<file path="config.mk">
export PLATFORM = sky130hd
export DESIGN_NAME = deadlock_detector
export DESIGN_NICKNAME = d
export VERILOG_FILES = /design/src/hdl/ddet_pkg.sv /design/src/hdl/deadlock_detector.sv
export SDC_FILE = /design/constraint.sdc
export NUM_CORES = 1
export LEC_CHECK = 0
export BUFFER_PORTS_ARGS = -buffer_cell sky130_fd_sc_hd__buf_4
export CELL_PAD_IN_SITES_DETAIL_PLACEMENT = 1
export CELL_PAD_IN_SITES_GLOBAL_PLACEMENT = 2
export CORE_ASPECT_RATIO = 0.5
export CORE_UTILIZATION = 50
export CTS_CLUSTER_SIZE = 40
export DETAILED_ROUTE_END_ITERATION = 10
export PLACE_DENSITY_LB_ADDON = 0.1
export REMOVE_ABC_BUFFERS = 1
export SYNTH_ARGS = -nofsm -noshare
export SYNTH_HDL_FRONTEND = slang
export SYNTH_SLANG_ARGS = --single-unit
export TNS_END_PERCENT = 50
</file>
<file path="constraint.sdc">
create_clock -name i_clk -period 9.8 [get_ports i_clk]
set_input_delay 1.47 -clock i_clk [delete_from_list [all_inputs] [get_ports i_clk]]
set_output_delay 1.47 -clock i_clk [all_outputs]
set_load 0.05 [all_outputs]
</file>
<file path="src/hdl/ddet_pkg.sv">
`timescale 1ns / 1ps
`default_nettype none
// ----------------------------------------------------------------------------
// ddet_pkg
// Shared types and constants of the deadlock detector: command and result
// item layouts, operation codes and work counter limits.
// ----------------------------------------------------------------------------
package ddet_pkg;

    // operation codes
    localparam logic [2:0] OP_LOAD_EXIST  = 3'd0;
    localparam logic [2:0] OP_LOAD_SECOND = 3'd1;
    localparam logic [2:0] OP_LOAD_ALLOC  = 3'd2;
    localparam logic [2:0] OP_LOAD_REQ    = 3'd3;
    localparam logic [2:0] OP_RUN         = 3'd4;

    // work counter width and saturation value
    localparam int unsigned WORK_W = 11;
    localparam logic [WORK_W-1:0] WORK_MAX = '1;

    // reachable table extent set by the index field widths
    localparam int unsigned MAX_ROWS = 8;
    localparam int unsigned MAX_COLS = 4;

    // command item
    typedef struct packed {
        logic [2:0] operation;
        logic [2:0] process_index;
        logic [1:0] resource_index;
        logic [7:0] value;
    } t_cmd;

    // result item
    typedef struct packed {
        logic [7:0] deadlocked_mask;
        logic       no_deadlock;
    } t_result;

endpackage
`default_nettype wire

</file>
<file path="src/hdl/deadlock_detector.sv">
`timescale 1ns / 1ps
`default_nettype none
// ----------------------------------------------------------------------------
// deadlock_detector
// Multi-resource deadlock detection over an allocation and a request table,
// using one shared add/subtract unit under a small sequencer.
// ----------------------------------------------------------------------------
// Usage:
//   A command item on i_cmd is taken at a rising edge where start is high and
//   busy is low. Load items (existing, second vector, allocation, request)
//   write one table entry in that same edge; busy stays low.
//   A run item raises busy and starts the sequencer. It first builds the work
//   vector (existing minus second, clamped at zero), one resource per cycle,
//   then sweeps the processes: it skips a finished process, makes one compare
//   per resource of the request row, and on a fit one saturating add per
//   resource of the allocation row. Sweeps repeat until one makes no
//   progress.
//   The result shows on o_result for exactly one cycle with o_done high, in
//   the cycle where busy falls; the receiver cannot stall it.
//   Reset clears every table, the work vector and the finished flags.
// ----------------------------------------------------------------------------
module deadlock_detector #(
    parameter int unsigned NUM_PROCS = 8,
    parameter int unsigned NUM_RES   = 4
) (
    input  wire logic             i_clk,
    input  wire logic             i_rst_n,
    input  wire logic             start,
    input  wire ddet_pkg::t_cmd   i_cmd,
    output logic                  busy,
    output logic                  o_done,
    output ddet_pkg::t_result     o_result
);

    // only rows and columns reachable through the index fields hold data
    localparam int unsigned LP = (NUM_PROCS < ddet_pkg::MAX_ROWS) ? NUM_PROCS
                                                                  : ddet_pkg::MAX_ROWS;
    localparam int unsigned LR = (NUM_RES < ddet_pkg::MAX_COLS) ? NUM_RES
                                                                : ddet_pkg::MAX_COLS;
    localparam int unsigned PW = (LP > 1) ? $clog2(LP) : 1;
    localparam int unsigned RW = (LR > 1) ? $clog2(LR) : 1;
    localparam int unsigned WW = ddet_pkg::WORK_W;

    typedef enum logic [1:0] {
        S_IDLE,
        S_INIT,
        S_CHECK,
        S_ADD
    } t_state;

    // tables
    logic [7:0]    r_exist  [LR];
    logic [7:0]    r_second [LR];
    logic [7:0]    r_alloc  [LP][LR];
    logic [7:0]    r_req    [LP][LR];

    // sequencer state
    t_state        r_state, n_state;
    logic [PW-1:0] r_p, n_p;
    logic [RW-1:0] r_r, n_r;
    logic          r_progress, n_progress;
    logic          r_done, n_done;
    ddet_pkg::t_result r_result, n_result;
    logic [WW-1:0] r_work [LR];
    logic [LP-1:0] r_finished;

    logic          accept;
    logic          idx_p_ok, idx_r_ok;
    logic [PW-1:0] wr_p;
    logic [RW-1:0] wr_r;
    logic          res_last, proc_last;
    logic          work_we, fin_clr, fin_set, adv, prog_now;
    logic [WW-1:0] n_work_val;
    logic [LP-1:0] unfinished;

    // shared add/subtract unit
    logic [WW-1:0] u_a, u_b;
    logic          u_sub;
    logic [WW:0]   u_sum;

    assign accept     = start && !busy;
    assign busy       = (r_state != S_IDLE);
    assign idx_p_ok   = (32'(i_cmd.process_index) < LP);
    assign idx_r_ok   = (32'(i_cmd.resource_index) < LR);
    assign wr_p       = PW'(i_cmd.process_index);
    assign wr_r       = RW'(i_cmd.resource_index);
    assign res_last   = (r_r == RW'(LR - 1));
    assign proc_last  = (r_p == PW'(LP - 1));
    assign unfinished = ~r_finished;

    // table writes from load items
    always_ff @(posedge i_clk) begin
        if (!i_rst_n) begin
            for (int r = 0; r < LR; r++) begin
                r_exist[r]  <= '0;
                r_second[r] <= '0;
            end
            for (int p = 0; p < LP; p++) begin
                for (int r = 0; r < LR; r++) begin
                    r_alloc[p][r] <= '0;
                    r_req[p][r]   <= '0;
                end
            end
        end else if (accept) begin
            case (i_cmd.operation)
                ddet_pkg::OP_LOAD_EXIST: begin
                    if (idx_r_ok) r_exist[wr_r] <= i_cmd.value;
                end
                ddet_pkg::OP_LOAD_SECOND: begin
                    if (idx_r_ok) r_second[wr_r] <= i_cmd.value;
                end
                ddet_pkg::OP_LOAD_ALLOC: begin
                    if (idx_p_ok && idx_r_ok) r_alloc[wr_p][wr_r] <= i_cmd.value;
                end
                ddet_pkg::OP_LOAD_REQ: begin
                    if (idx_p_ok && idx_r_ok) r_req[wr_p][wr_r] <= i_cmd.value;
                end
                default: begin
                end
            endcase
        end
    end

    // operand selection for the shared unit
    always_comb begin
        u_a   = r_work[r_r];
        u_b   = WW'(r_req[r_p][r_r]);
        u_sub = 1'b1;
        case (r_state)
            S_INIT: begin
                u_a = WW'(r_exist[r_r]);
                u_b = WW'(r_second[r_r]);
            end
            S_ADD: begin
                u_b   = WW'(r_alloc[r_p][r_r]);
                u_sub = 1'b0;
            end
            default: begin
            end
        endcase
        // on subtract the top bit is set when u_a >= u_b
        u_sum = {1'b0, u_a} + {1'b0, (u_sub ? ~u_b : u_b)} + (WW + 1)'(u_sub);
    end

    // sequencer next state
    always_comb begin
        n_state    = r_state;
        n_p        = r_p;
        n_r        = r_r;
        n_progress = r_progress;
        n_done     = 1'b0;
        n_result   = r_result;
        work_we    = 1'b0;
        n_work_val = u_sum[WW-1:0];
        fin_clr    = 1'b0;
        fin_set    = 1'b0;
        adv        = 1'b0;
        prog_now   = r_progress;

        case (r_state)
            S_IDLE: begin
                if (accept && (i_cmd.operation == ddet_pkg::OP_RUN)) begin
                    n_state = S_INIT;
                    n_r     = '0;
                    fin_clr = 1'b1;
                end
            end
            // work = existing - second, clamped at zero
            S_INIT: begin
                work_we    = 1'b1;
                n_work_val = u_sum[WW] ? u_sum[WW-1:0] : '0;
                if (res_last) begin
                    n_state    = S_CHECK;
                    n_r        = '0;
                    n_p        = '0;
                    n_progress = 1'b0;
                end else begin
                    n_r = r_r + RW'(1);
                end
            end
            // request row against work, one resource a cycle
            S_CHECK: begin
                if (r_finished[r_p] || !u_sum[WW]) begin
                    adv = 1'b1;
                end else if (res_last) begin
                    n_state = S_ADD;
                    n_r     = '0;
                end else begin
                    n_r = r_r + RW'(1);
                end
            end
            // release the allocation row into work, saturating
            S_ADD: begin
                work_we    = 1'b1;
                n_work_val = u_sum[WW] ? ddet_pkg::WORK_MAX : u_sum[WW-1:0];
                if (res_last) begin
                    fin_set  = 1'b1;
                    prog_now = 1'b1;
                    adv      = 1'b1;
                end else begin
                    n_r = r_r + RW'(1);
                end
            end
            default: begin
                n_state = S_IDLE;
            end
        endcase

        // move on to the next process, new sweep or finish
        if (adv) begin
            n_r = '0;
            if (proc_last) begin
                if (prog_now) begin
                    n_p        = '0;
                    n_progress = 1'b0;
                    n_state    = S_CHECK;
                end else begin
                    n_state                  = S_IDLE;
                    n_done                   = 1'b1;
                    n_result.deadlocked_mask = 8'(unfinished);
                    n_result.no_deadlock     = &r_finished;
                end
            end else begin
                n_p        = r_p + PW'(1);
                n_progress = prog_now;
                n_state    = S_CHECK;
            end
        end
    end

    // state and registered outputs
    always_ff @(posedge i_clk) begin
        if (!i_rst_n) begin
            r_state    <= S_IDLE;
            r_p        <= '0;
            r_r        <= '0;
            r_progress <= 1'b0;
            r_done     <= 1'b0;
            r_result   <= '0;
            r_finished <= '0;
            for (int r = 0; r < LR; r++) begin
                r_work[r] <= '0;
            end
        end else begin
            r_state    <= n_state;
            r_p        <= n_p;
            r_r        <= n_r;
            r_progress <= n_progress;
            r_done     <= n_done;
            r_result   <= n_result;
            if (work_we) begin
                r_work[r_r] <= n_work_val;
            end
            if (fin_clr) begin
                r_finished <= '0;
            end else if (fin_set) begin
                r_finished[r_p] <= 1'b1;
            end
        end
    end

    assign o_done   = r_done;
    assign o_result = r_result;

endmodule
`default_nettype wire

</file>
==> results of run 1 <==
==> how the worst min path moves through the flow <==
stage | start | end | slack (ns) | cells after the start
2_1_floorplan | r_finished[2] | o_result[3] | 0.45 | 1
3_3_place_gp | r_progress | r_progress | 0.47 | 1
3_5_place_dp | o_result[0] | o_result[0] | 0.49 | 2
4_1_cts | r_progress | r_progress | 0.51 | 1
5_1_grt | r_finished[0] | o_result[1] | 0.53 | 1
6_report | r_progress | r_progress | 0.51 | 1
==> metal layers <==
metal  GRT usage (%)  vias to the layer above  wire, µm
met5               0                        -         0
met1            42.2                     9674     39100
met4            5.85                        0      1490
met2            42.9                      604     38900
li1                -                     7947         -
met3            5.85                      101      6580
==> cell usage after synthesis (all sizes together) (18+ instances only) <==
cell and n:
inv 34, nor2 180, edfxtp 620, buf 42, o21ai 102, nand2 53, dfxtp 28, mux2 22
mux2i 50, nor3 42, clkbuf 122, and2 515, mux4 151, a21oi 28, ha 18
==> state kept, by name, indices dropped and copies added (netlist names), named ones only <==
name	cells
r_req	256
o_done	1
r_r	2
r_work	44
r_state	2
r_exist	32
o_result	9
r_second	32
r_progress	1
r_p	3
r_finished	8
r_alloc	256
==> metrics by stage <==
step / area [µm²] / hold slack [ns] / total power [mW]
after floorplan: 29900 / 0.454 / 3.87
after global placement: 31700 / 0.468 / 4.21
after detailed placement: 31700 / 0.493 / 4.23
after CTS: 33500 / 0.508 / 6.50
after global routing: 33500 / 0.527 / 6.69
final: 33500 / 0.507 / 6.48
==> kinds of logic after synthesis <==
family | share of synthesized area (%)
buffers and inverters | 2.70
muxes | 13.6
AOI/OAI and AO/OA | 4.38
xor gates and xnor gates | 0.373
DFF | 62.8
and+or+nand+nor | 15.3
adders and majority gates | 0.803
==> area by class of cell <==
cell class	count	area (µm²)	area share [%]
diodes	1	2.50	0.00746
clock buffers	77	1570	4.67
clock inverters	33	270	0.806
multi-input cells	1307	10500	31.4
repair buffers	107	816	2.43
inverters	36	135	0.403
flip-flops and latches	648	19200	57.2
well taps	812	1020	3.03
==> power breakdown <==
part | switching (mW) | internal, mW
clock | 1.06 | 1.23
combinational | 0.666 | 0.338
sequential | 0.0422 | 3.14
==> results.yml, run 1 <==
route:
  viasPerCell: 6.07
  first_pass_iters: 7
  post-route-drc-count: 0
  num_vias: 18326
  routedWlPerCell_um: 28.5
  wl_mm: 86.0
  drtIter0Drc: 1902
  ant_nets: 0
die:
  die_w_um: 352
  die_h_um: 177
  start_util_pct: 51.1
  boundaryPins: 30
  die_area_um2: 62200
  placementRows: 63
  coreArea_um2: 59800
grt:
  track_usage_pct: 28.3
  grt_max_degree: 123
  gr-total-overflow: 0
  antenna_found_initial: 5
  grt_pass1_wl_mm: 126
  grt_pass1_vias: 18805
clocking:
  cts_setup_buffers: 0
  clock-root-buffer: "clkbuf_16"
  insertion_delay_ns: 0.64
  clk_pin_slew_ns: 0.07
  cts-resized-gates: 0
  clockBufferDepth: 3
  cts_made_buffers: 59
  cts_tree: "yes"
  hold_buffers: 0
  cts-htree-levels: 2
  cts.sinks: 648
place:
  pre_cts_ws_ns: 3.72
  hpwl_mm: 54.9
  io_buffer_count: 29
  dp.cells: 2909
  globalplace.congestion: 0.819
sta:
  min_period_ns: 6.07
  setup_tns_ns: 0
  rsz0062_at_grt: "false"
  fin_skew_ns: 0.0197
  slew_violations: 0
  fmax_mhz: 165
  setup-violations-final: 0
  tightest_slew_ns: 1.31
  post-route-period-util_pct: 62.0
  max_slew_margin_pct: 11.8
  worst_slack_ns: 3.73
  finalHoldViolations: 0
logic_synthesis:
  synth-seq-cells: 648
  ys_warn_count: 0
  async_flop_share_pct: 0
  synth_edf_count: 620
  synth.avg_cell_area_um2: 14.2
  yosys-top-cells-area: "edfxtp_1 61%, mux4_2 11%, and2_1 11%"
  synth_cell_types: 62
  seq_area_frac_synth_pct: 62.8
  synth_top_area_share_pct: 60.9
  syn_inst: 2155
  synth_top_area_cell: "edfxtp_1"
  syn-cell-area_um2: 30500
  synthFlopType: "edfxtp_1"
critical_path:
  crit_slowest_cell: "dfxtp_4"
  cp-startpoint: "r_p[0]"
  path_class: "flip-flop to flip-flop"
  path_cells: "buf_4, mux4_2, mux2_2, o22ai_1, o21ai_0, a22oi_1, nand2_1, ha_1, a21oi_1, o221ai_1, a211oi_1, o21a_1, o21ai_0, a21oi_1, mux2_2, a32o_1"
  crit_end: "r_progress"
  crit_path_end_kind: "flip-flop"
  worst-path-stages: 16
  timing.rr.end: "r_progress"
  cpLargestDelayFamily: "compound AO/OA/AOI/OAI gates"
  start_kind: "flip-flop"
  r2r_start: "r_p[0]"
  rrSetupSlack_ns: 3.73
  r2r_cells: 16
  cp_max_fo: 31
  worst-path-buf-inv: 1
  crit_required_ns: 10.33
  cp.arrival_ns: 6.60
  max_stage_delay_ns: 0.67
power_and_ir_drop:
  leakagePower_nw: 11.7
  irDropWorstVdd_v: 0.000191
  power_density_nw_per_um2: 193
job:
  maxCapViolations: 0
layout:
  n_fill_cell: 5641
  fin_nets: 2197
  post-route-util_pct: 56.1
  syn_to_final_growth_pct: 9.80
  drive_gt1_share_pct: 16.9
  layout_commonest_cell: "edfxtp_1"
  final_cell_mix: "620 x edfxtp_1, 515 x and2_1, 180 x nor2_1"
  instances_no_fill: 3021
hold_path:
  min_path_type: "flip-flop to flip-flop"
outcome:
  status: "complete, no violations"
Power figures use the tool's default switching activity.
==> run 2: changes to the inputs <==
--- a/config.mk
+++ b/config.mk
@@ -5,11 +5,12 @@
 export SDC_FILE = /design/constraint.sdc
 export NUM_CORES = 1
 export LEC_CHECK = 0
+export ABC_AREA = 1
 export BUFFER_PORTS_ARGS = -buffer_cell sky130_fd_sc_hd__buf_4
 export CELL_PAD_IN_SITES_DETAIL_PLACEMENT = 1
 export CELL_PAD_IN_SITES_GLOBAL_PLACEMENT = 2
 export CORE_ASPECT_RATIO = 0.5
-export CORE_UTILIZATION = 50
+export CORE_UTILIZATION = 42
 export CTS_CLUSTER_SIZE = 40
 export DETAILED_ROUTE_END_ITERATION = 10
 export PLACE_DENSITY_LB_ADDON = 0.1
==> constraint.sdc (replaced) <==
create_clock -name i_clk -period 5.82 [get_ports i_clk]
set_input_delay 0.873 -clock i_clk [delete_from_list [all_inputs] [get_ports i_clk]]
set_output_delay 0.873 -clock i_clk [all_outputs]
set_load 0.05 [all_outputs]
==> results.yml, run 2 <==
clocking:
  clockBufferDepth: 3
  cts-htree-levels: 2
  clk_pin_slew_ns: 0.07
  clock-root-buffer: "clkbuf_16"
  cts_setup_buffers: 0
  cts_tree: "yes"
  hold_buffers: 0
  cts_made_buffers: 60
  insertion_delay_ns: 0.65
  cts.sinks: 648
sta:
  min_period_ns: 5.48
  post-route-period-util_pct: 94.2
  rsz0062_at_grt: "false"
  max_slew_margin_pct: 22.3
  fin_skew_ns: 0.0203
  finalHoldViolations: 0
  setup_tns_ns: 0
  setup-violations-final: 0
  tightest_slew_ns: 1.16
  slew_violations: 0
  fmax_mhz: 182
critical_path:
  max_stage_delay_ns: 0.68
  path_cells: "nand2_4, buf_12, o22ai_1, o21bai_1, o32ai_1, o21ai_0, o32ai_1, buf_4, a221oi_1, ha_1, a21oi_1, o21a_1, nor2_1, a211oi_1, nand2_2, o31ai_1, inv_1, o21ai_1, nor2_1"
  r2r_start: "r_p[2]"
  crit_path_end_kind: "flip-flop"
  r2r_cells: 19
  path_class: "flip-flop to flip-flop"
  crit_slowest_cell: "dfxtp_1"
  crit_end: "r_work[2][0]"
  start_kind: "flip-flop"
  cp_max_fo: 42
  crit_required_ns: 6.19
  timing.rr.end: "r_work[2][0]"
  cp.arrival_ns: 5.86
  rrSetupSlack_ns: 0.34
  cp-startpoint: "r_p[2]"
grt:
  gr-total-overflow: 0
  grt_max_degree: 91
  track_usage_pct: 28.3
  grt_pass1_wl_mm: 147
  antenna_found_initial: 2
  grt_pass1_vias: 22192
route:
  routedWlPerCell_um: 26.2
  viasPerCell: 5.83
  num_vias: 22225
  first_pass_iters: 5
  ant_nets: 0
  post-route-drc-count: 0
  wl_mm: 99.7
  drtIter0Drc: 2097
layout:
  n_fill_cell: 7455
  syn_to_final_growth_pct: 10.4
  drive_gt1_share_pct: 8.14
  fin_nets: 2906
  largest_registers: "r_alloc (256), r_req (256), r_work (44)"
  final_area_um2: 32200
  final_cell_mix: "892 x nor2_1, 620 x edfxtp_1, 421 x nand2_1"
  layout_commonest_cell: "nor2_1"
  post-route-util_pct: 47.5
  num_antenna_cells: 0
logic_synthesis:
  synth_top_area_share_pct: 63.8
  synth_top_family_by_area: "simple AND/OR/NAND/NOR gates"
  synth_most_common_cell: "nor2_1"
  synth-seq-cells: 648
  yosys-top-cells-count: "892 x nor2_1, 620 x edfxtp_1, 422 x nand2_1, 162 x o21ai_0, 153 x clkbuf_1"
  synth_top_area_cell: "edfxtp_1"
  synthFlopType: "edfxtp_1"
  synth_simple_gate_area_share_pct: 19.6
  synthAdderAreaFrac_pct: 0.841
  syn-cell-area_um2: 29200
  syn_inst: 2886
  synth_edf_count: 620
  synth_cell_types: 55
  synth_compound_area_share_pct: 9.43
  ys_warn_count: 0
  synthMuxAreaShare_pct: 0.0343
  synthXorXnorAreaFrac_pct: 0.240
  async_flop_share_pct: 0
  seq_area_frac_synth_pct: 65.7
  synth.avg_cell_area_um2: 10.1
  yosys-top-cells-area: "edfxtp_1 64%, nor2_1 11%, nand2_1 5.4%"
power_and_ir_drop:
  pwr-share-clk_pct: 29.2
  switching_share_pct: 35.5
  leakagePower_nw: 12.2
  seq_power_share_pct: 41.8
  intPower_mw: 8.29
  p_comb_share_pct: 29.0
  netSwitchingPower_mw: 4.57
  power_density_nw_per_um2: 399
  irDropWorstVdd_v: 0.000227
outcome:
  status: "complete, no violations"
die:
  die_w_um: 375
  start_util_pct: 43.0
  coreArea_um2: 67800
  placementRows: 67
  die_h_um: 188
  boundaryPins: 30
  die_area_um2: 70600
place:
  placedInstanceArea_um2: 30500
  io_buffer_count: 29
  hpwl_mm: 64.4
  globalplace.congestion: 0.856
job:
  maxCapViolations: 0
hold_path:
  min_path_type: "flip-flop to flip-flop"
  hold_depth: 2
## run 2: cell count changes in the layout (fill, tap and decap cells not counted), moves of 56 or more
cell     delta
o21ai_0    +64
mux4_2    -147
inv_1      +56
and2_1    -514
nand3_1    +79
nor2_1    +712
nand2_1   +368
a21oi_1    +79
## run 2: cells by family after synthesis
family / count (synthesis)
flops: 648
mux: 1
fa+ha+maj: 19
simple gates: 1455
compound gates: 454
buf+inv: 301
xor+xnor: 8
## run 2: through the flow
step / setup WS, ns / cells / total power, mW / hold slack, ns
after floorplan: -2.57 / 2696 / 7.55 / 0.446
after global placement: 0.339 / 3703 / 9.12 / 0.460
after detailed placement: 0.286 / 3703 / 9.16 / 0.471
after CTS: 0.248 / 3810 / 12.9 / 0.480
after global routing: 0.0720 / 3810 / 13.4 / 0.493
final: 0.336 / 3810 / 12.9 / 0.477
## run 2: worst min-delay path by stage
stage | to | start
CTS | o_result[7] | o_result[7]
finish | o_result[7] | o_result[7]
detailed placement | o_result[7] | o_result[7]
floorplan | o_result[3] | r_finished[2]
global placement | o_result[0] | o_result[0]
global route | o_result[7] | o_result[7]
## run 2: metal layers
layer  routed length (µm)  vias to the layer above  share of wire (%)  global-route usage (%)
li1                     -                     9875                  -                       -
met1                47000                    11525                 47                    43.3
met2                44300                      704                 44                    42.8
met3                 6770                      121                6.8                    4.04
met4                 1540                        0                1.5                    5.38
met5                    0                        -                  0                       0
## run 2: power groups by stage
stage	sequential [mW]	combinational [mW]	clock (mW)
final	5.37	3.73	3.75
after global routing	5.39	4.01	3.96
after CTS	5.37	3.70	3.79
after detailed placement	5.47	3.68	0
after global placement	5.46	3.66	0
after floorplan	5.53	2.02	0
## run 2: timing repair
action,in CTS,in global routing
endpoints found under the setup margin,0,7
resized for setup,0,1
endpoints found under the hold margin,0,0
## run 2: layout make-up
| cell class | count | area, µm² | area share, % |
|---|---|---|---|
| multi-input combinational | 1937 | 8840 | 27.4 |
| sequential | 648 | 19200 | 59.6 |
| tap | 897 | 1120 | 3.48 |
| timing repair buffer | 110 | 888 | 2.76 |
| inverter | 111 | 433 | 1.34 |
| clock buffer | 83 | 1620 | 5.03 |
| clock inverter | 24 | 126 | 0.392 |
## run 2: critical path: cells and delay by family (launching register included)
| family | cells | cell delay (ns) |
|---|---|---|
| and+or+nand+nor | 4 | 0.43 |
| DFF | 1 | 0.68 |
| AOI/OAI and AO/OA | 11 | 2.94 |
| buffers and inverters | 3 | 0.72 |
| adders and majority gates | 1 | 0.37 |
